**config.mk**
```make
export PLATFORM = sky130hd
export DESIGN_NAME = eefp_isqrt
export DESIGN_NICKNAME = d
export VERILOG_FILES = /design/src/rtl/eefp_pkg.sv /design/src/rtl/eefp_isqrt.sv
export SDC_FILE = /design/constraint.sdc
export NUM_CORES = 2
export LEC_CHECK = 0
export BUFFER_PORTS_ARGS = -buffer_cell sky130_fd_sc_hd__buf_2
export CAP_MARGIN = 10
export CORE_MARGIN = 1
export CORE_UTILIZATION = 25
export CTS_CLUSTER_DIAMETER = 120
export DETAILED_ROUTE_END_ITERATION = 7
export PLACE_DENSITY_LB_ADDON = 0.3
export SYNTH_ARGS = -nofsm -noshare
export SYNTH_HDL_FRONTEND = slang
export SYNTH_SLANG_ARGS = --single-unit
```
**constraint.sdc**
```tcl
create_clock -name aclk -period 3.4 [get_ports aclk]
set_input_delay 0.17 -clock aclk [delete_from_list [all_inputs] [get_ports aclk]]
set_output_delay 0.17 -clock aclk [all_outputs]
set_load 0.02 [all_outputs]
```
**src/rtl/eefp_pkg.sv**
```systemverilog
// ----------------------------------------------------------------------------
// Equal Earth forward projection: shared package
// Fixed-point constants, widths and helper functions for the projection core.
// ----------------------------------------------------------------------------
package eefp_pkg;

    localparam int CW           = 34;  // signed Q30 datapath width
    localparam int CORDIC_STEPS = 30;
    localparam int SQRT_BITS    = 31;  // root bits of cos(theta) in Q30
    localparam int QUOT_BITS    = 32;  // quotient bits of the x division
    localparam int DEN_W        = 34;
    localparam int NUM_W        = 63;
    localparam int OUT_W        = 48;
    localparam int PROD_W       = 66;

    localparam logic signed [CW-1:0] PI_F        = 34'sd1686629713;
    localparam logic signed [CW-1:0] TWO_PI_F    = 34'sd3373259426;
    localparam logic signed [31:0]   HALF_PI_Q30 = 32'sd1686629713;
    localparam logic signed [CW-1:0] Q30_ONE     = 34'sd1073741824;
    localparam logic signed [CW-1:0] CORDIC_GAIN = 34'sd652032874;
    localparam logic [29:0]          HALF_SQRT3  = 30'd929887697;
    localparam logic signed [CW-1:0] EE_C1       = 34'sd1439097512;
    localparam logic signed [CW-1:0] EE_C2       = -34'sd87086904;
    localparam logic signed [CW-1:0] EE_C3       = 34'sd958851;
    localparam logic signed [CW-1:0] EE_C4       = 34'sd4075924;
    localparam logic signed [CW-1:0] EE_C2X3     = -34'sd261260712;
    localparam logic signed [CW-1:0] EE_C3X7     = 34'sd6711957;
    localparam logic signed [CW-1:0] EE_C4X9     = 34'sd36683316;
    localparam logic signed [31:0]   ATAN_ONE    = 32'sd843314857;
    localparam logic [49:0]          OUT_MAX     = 50'h0_7FFF_FFFF_FFFF;
    localparam logic [49:0]          OUT_MIN_MAG = 50'h0_8000_0000_0000;

    localparam logic REG_RADIUS   = 1'b0;
    localparam logic REG_MERIDIAN = 1'b1;

    // atan(2^-idx) in Q30: series summed in Q62, rounded
    function automatic logic signed [31:0] atan_q30(input int idx);
        longint acc;
        longint unsigned num, rem, quo, den;
        int k, e, b;
        acc = 0;
        atan_q30 = ATAN_ONE;
        if (idx != 0) begin
            for (k = 0; k < 32; k++) begin
                e = idx * (2 * k + 1);
                if (e <= 62) begin
                    num = 64'd1 << (62 - e);
                    den = 64'(2 * k + 1);
                    rem = 0;
                    quo = 0;
                    for (b = 63; b >= 0; b--) begin
                        rem = {rem[62:0], num[b]};
                        if (rem >= den) begin
                            rem = rem - den;
                            quo[b] = 1'b1;
                        end
                    end
                    if (k[0]) acc = acc - longint'(quo);
                    else acc = acc + longint'(quo);
                end
            end
            atan_q30 = 32'((acc + 64'sd2147483648) >>> 32);
        end
    endfunction

    // Q30 product, floored
    function automatic logic signed [CW-1:0] qmul(input logic signed [CW-1:0] a,
                                                   input logic signed [CW-1:0] b);
        logic signed [2*CW-1:0] p;
        p = a * b;
        qmul = p[CW+29:30];
    endfunction

    // scale by radius: round half up on magnitude, apply sign, saturate
    function automatic logic [OUT_W-1:0] round_sat(input logic [PROD_W-1:0] prod,
                                                   input logic neg);
        logic [PROD_W:0] sum;
        logic [49:0] p;
        sum = {1'b0, prod} + (PROD_W+1)'(65536);
        p = sum[PROD_W:17];
        if (neg) begin
            if (p > OUT_MIN_MAG) round_sat = OUT_MIN_MAG[OUT_W-1:0];
            else round_sat = OUT_W'(-p);
        end else begin
            if (p > OUT_MAX) round_sat = OUT_MAX[OUT_W-1:0];
            else round_sat = p[OUT_W-1:0];
        end
    endfunction

endpackage

```
**src/rtl/eefp_isqrt.sv**
```systemverilog
// ----------------------------------------------------------------------------
// Equal Earth forward projection: pipelined integer square root
// One root bit per register stage, floor result.
// ----------------------------------------------------------------------------
module eefp_isqrt import eefp_pkg::*; #(
    parameter int NB     = SQRT_BITS,
    parameter int SIDE_W = 1
) (
    input  logic              aclk,
    input  logic              aresetn,
    input  logic              en,
    input  logic              in_vld,
    input  logic [2*NB-2:0]   v_i,
    input  logic [SIDE_W-1:0] side_i,
    output logic              out_vld,
    output logic [NB-1:0]     root_o,
    output logic [SIDE_W-1:0] side_o
);

    localparam int RW = 2 * NB;

    logic              vld_reg  [NB];
    logic [RW-1:0]     rem_reg  [NB];
    logic [NB-1:0]     root_reg [NB];
    logic [SIDE_W-1:0] side_reg [NB];

    for (genvar j = 0; j < NB; j++) begin : g_bit
        localparam int B = NB - 1 - j;
        logic [RW-1:0]     rem_prev, trial, rem_next;
        logic [NB-1:0]     root_prev, root_next;
        logic [SIDE_W-1:0] side_prev;
        logic              vld_prev, take;

        if (j == 0) begin : g_first
            assign rem_prev  = {1'b0, v_i};
            assign root_prev = '0;
            assign side_prev = side_i;
            assign vld_prev  = in_vld;
        end else begin : g_rest
            assign rem_prev  = rem_reg[j-1];
            assign root_prev = root_reg[j-1];
            assign side_prev = side_reg[j-1];
            assign vld_prev  = vld_reg[j-1];
        end

        assign trial     = ({{(RW-NB){1'b0}}, root_prev} << (B + 1)) + (RW'(1) << (2 * B));
        assign take      = trial <= rem_prev;
        assign rem_next  = take ? rem_prev - trial : rem_prev;
        assign root_next = take ? root_prev | (NB'(1) << B) : root_prev;

        always_ff @(posedge aclk) begin
            if (!aresetn) begin
                vld_reg[j] <= 1'b0;
            end else if (en) begin
                vld_reg[j] <= vld_prev;
            end
        end

        always_ff @(posedge aclk) begin
            if (en) begin
                rem_reg[j]  <= rem_next;
                root_reg[j] <= root_next;
                side_reg[j] <= side_prev;
            end
        end
    end

    assign out_vld = vld_reg[NB-1];
    assign root_o  = root_reg[NB-1];
    assign side_o  = side_reg[NB-1];

endmodule

```
==> impl_metrics.toml <==
[synth]
synth_warnings = 0
synth_most_common_cell = "edfxtp_1"
synth_cell_types = 88
synth_common_cells = "edfxtp_1, inv_1, nand2_1, nor2_1, ha_1"
synth_area_leaders = "edfxtp_1, ha_1, xnor2_1, xor2_1, a21oi_1"
synth_area_mm2 = 0.114
synth_area_per_cell_um2 = 12.7
synth-edff-count = 2417
ys.flop_type = "edfxtp_1"
ys_seq_area_share_pct = 63.5
ys_async_sr_fraction_pct = 0
synth_cells = 8984
synth_top_area_cell = "edfxtp_1"
ys_seq_elements = 2418
yosys.area.top_type_share_pct = 63.4

[worst_setup_path]
slowest_delay_ns = 0.47
path_class = "flip-flop to flip-flop"
cp-end-kind = "flip-flop"
reg2reg_depth = 13
crit_slowest_cell = "or4b_4"
r2r_slack_ns = -0.23
cp.arrival_ns = 4.22
path_cells = "inv_2, ha_4, a21o_1, a21o_1, a221oi_2, buf_4, o211ai_1, a221o_1, o31a_1, nor3_4, buf_4, or4b_4, xnor2_2"
crit_fanout = 3
rr_endpoint = "rem_reg[29][49]"
crit_path_start_kind = "flip-flop"
worst_ep_required_time_ns = 3.98
startpoint = "root_reg[28][5]"
r2r-start = "root_reg[28][5]"

[run_status]
violations = "setup timing"
status = "finished, violations left"

[routing]
drc_errors = 0
routed-via-count = 75600
avgRoutedWirePerCell_um = 17.4
avgViaCountPerCell = 4.38
drtIter0Drc = 4093
ant_nets = 0
wl_mm = 301
first_pass_iters = 6

[timing]
max_freq_ghz = 0.275
drv_slew = 0
clock_skew_ns = 0.116
worst-slew-pin-transition_ns = 1.17
finalSetupViolCount = 54
rsz0062_at_grt = "true"
hold_slack_ns = 0.301
setup_tns_ns = -4.46
maxSlewHeadroom_pct = 21.9
min_period_ns = 3.63
setup_ws_ns = -0.233
hold_violations = 0
finalCritPeriodShare_pct = 107

[finish]
fin_util_pct = 33.0
area.growth.synth_to_final_pct = 31.3
fin_nets = 11600
drive_gt1_share_pct = 25.9
num-fill-cells = 45200
largest_register_ffs = 1860

[run]
maxCapViolCount = 0

[power_and_ir_drop]
combinationalPowerShare_pct = 25.6
design_power_total_mw = 95.3
internal_power_mw = 67.1
sw_frac_of_total_pct = 29.6
p_seq_share_pct = 42.5
switchingPower_mw = 28.2
cellLeakagePower_nw = 57.6
power_density_mw_per_mm2 = 634
clockPowerShare_pct = 31.8
ir_worst_vdd_v = 0.000437

[hold_path]
min_delay_path_depth = 2
worstHoldEndpoint = "side_reg[0]"
min_from = "en"
holdCritPathClass = "input pin to flip-flop"

[floorplanning]
rows = 248
start_util_pct = 25.1
dieWidth_um = 678
die_h_um = 678
die-area_mm2 = 0.460
pin_count = 99
core_mm2 = 0.456

[clocking]
cts_tree = "built"
worstSkewPairLatency_ns = 0.96
cts_buffers = 288
clockRootBuffer = "clkbuf_16"
path_clk_slew_ns = 0.06
htree_num_levels = 5
clockBufferDepth = 4
clock-sinks = 2418

[grt]
grt_pass1_vias = 77800
grt_max_degree = 130
grt_pass1_wl_mm = 452
overflow = 0
antenna_found_initial = 5
grtUsageTotal_pct = 12.5

[placed_design]
hpwl_mm = 225
routabilityCongestion = 0.849
io_buffers = 98
worst max path at each step:
stage	to	slack, ns	cells past startpoint
6_report	rem_reg[29][49]	-0.23	13
5_1_grt	rem_reg[29][53]	-0.30	14
4_1_cts	rem_reg[29][49]	-0.35	13
3_5_place_dp	rem_reg[25][39]	-0.74	11
3_3_place_gp	rem_reg[21][61]	-1.70	11
2_1_floorplan	rem_reg[16][56]	-0.07	12
through the flow:
step           std cells  setup slack, ns  cell area, um2
6_report           17200           -0.233          150000
5_1_grt            17200           -0.303          150000
4_1_cts            17100           -0.348          146000
3_5_place_dp       16300           -0.741          133000
3_3_place_gp       16300            -1.70          133000
2_1_floorplan       8985          -0.0715          115000
layout by cell type, fill, tap and decap left out, types with 95 or more instances in the layout:
| master | Yosys | routed |
|---|---|---|
| edfxtp_1 | 2417 | 2417 |
| buf_4 | 1 | 1555 |
| inv_1 | 661 | 638 |
| nand2_1 | 579 | 555 |
| nor2_1 | 571 | 529 |
| a21oi_1 | 509 | 467 |
| ha_1 | 523 | 457 |
| xor2_1 | 402 | 399 |
| xnor2_1 | 405 | 386 |
| o21ai_0 | 453 | 373 |
| clkbuf_16 | 0 | 299 |
| nor4_1 | 305 | 242 |
| a21o_1 | 210 | 206 |
| nor3_1 | 235 | 188 |
| nand4_1 | 130 | 130 |
| dlygate4sd3_1 | 0 | 129 |
| nand3_1 | 142 | 117 |
| nand2b_1 | 112 | 107 |
| buf_2 | 8 | 100 |
| o21a_1 | 97 | 95 |
power groups by stage:
stage               combinational, mW  sequential (mW)  clock, mW
detailed placement               22.0             41.0          0
finish                           24.4             40.5       30.3
floorplan                        12.6             39.9          0
global placement                 22.0             41.0          0
CTS                              23.1             40.5       31.4
global route                     26.7             41.0       32.4
routing by layer:
layer	global-route usage, %	vias to the layer above	share of wire, %
met5	0	-	0.0090
met4	5.28	4	4.8
met3	1.57	560	2.7
met2	24.4	1121	54
met1	13.4	36200	39
li1	-	37700	-
cells by family (layout without fill, tap and decap cells):
| family | count (synthesis) | count (layout) | share of synthesized area [%] |
|---|---|---|---|
| flip-flops | 2418 | 2418 | 63.5 |
| AND/OR/NAND/NOR | 2647 | 2647 | 12.0 |
| buffers and inverters | 826 | 3081 | 2.73 |
| adder cells (fa/ha/maj) | 523 | 523 | 5.72 |
| other | 1 | 6 | 0.00328 |
| multiplexers | 87 | 87 | 0.850 |
| XOR/XNOR | 807 | 807 | 6.18 |
| AO/OA/AOI/OAI | 1675 | 1675 | 9.04 |
repair_timing:
action                                 CTS  global route
gates cloned                             8            11
gates resized for setup                379           538
setup endpoints to repair              495           523
hold buffers                           129             0
buffers inserted                       128           126
endpoints found under the hold margin  147             0
pin swaps                              152           250
critical path, delay by kind of cell, from the launching register on:
kind                       cells  cell delay (ns)
and+or+nand+nor                2             0.67
AOI/OAI and AO/OA              6             1.53
adders and majority gates      1             0.20
buffers and inverters          3             0.41
DFF                            1             0.39
xor gates and xnor gates       1             0.15
final cells by class:
type | count | area [um2] | area share (%)
Antenna cell | 4 | 10.0 | 0.00666
Timing Repair Buffer | 1907 | 15400 | 10.3
Clock inverter | 169 | 1760 | 1.17
Multi-Input combinational cell | 5741 | 42900 | 28.6
Inverter | 661 | 2490 | 1.66
Tap cell | 6000 | 7510 | 5.00
Clock buffer | 344 | 7490 | 4.99
Sequential cell | 2418 | 72600 | 48.3
No activity file was read; power rests on OpenSTA's default activity.
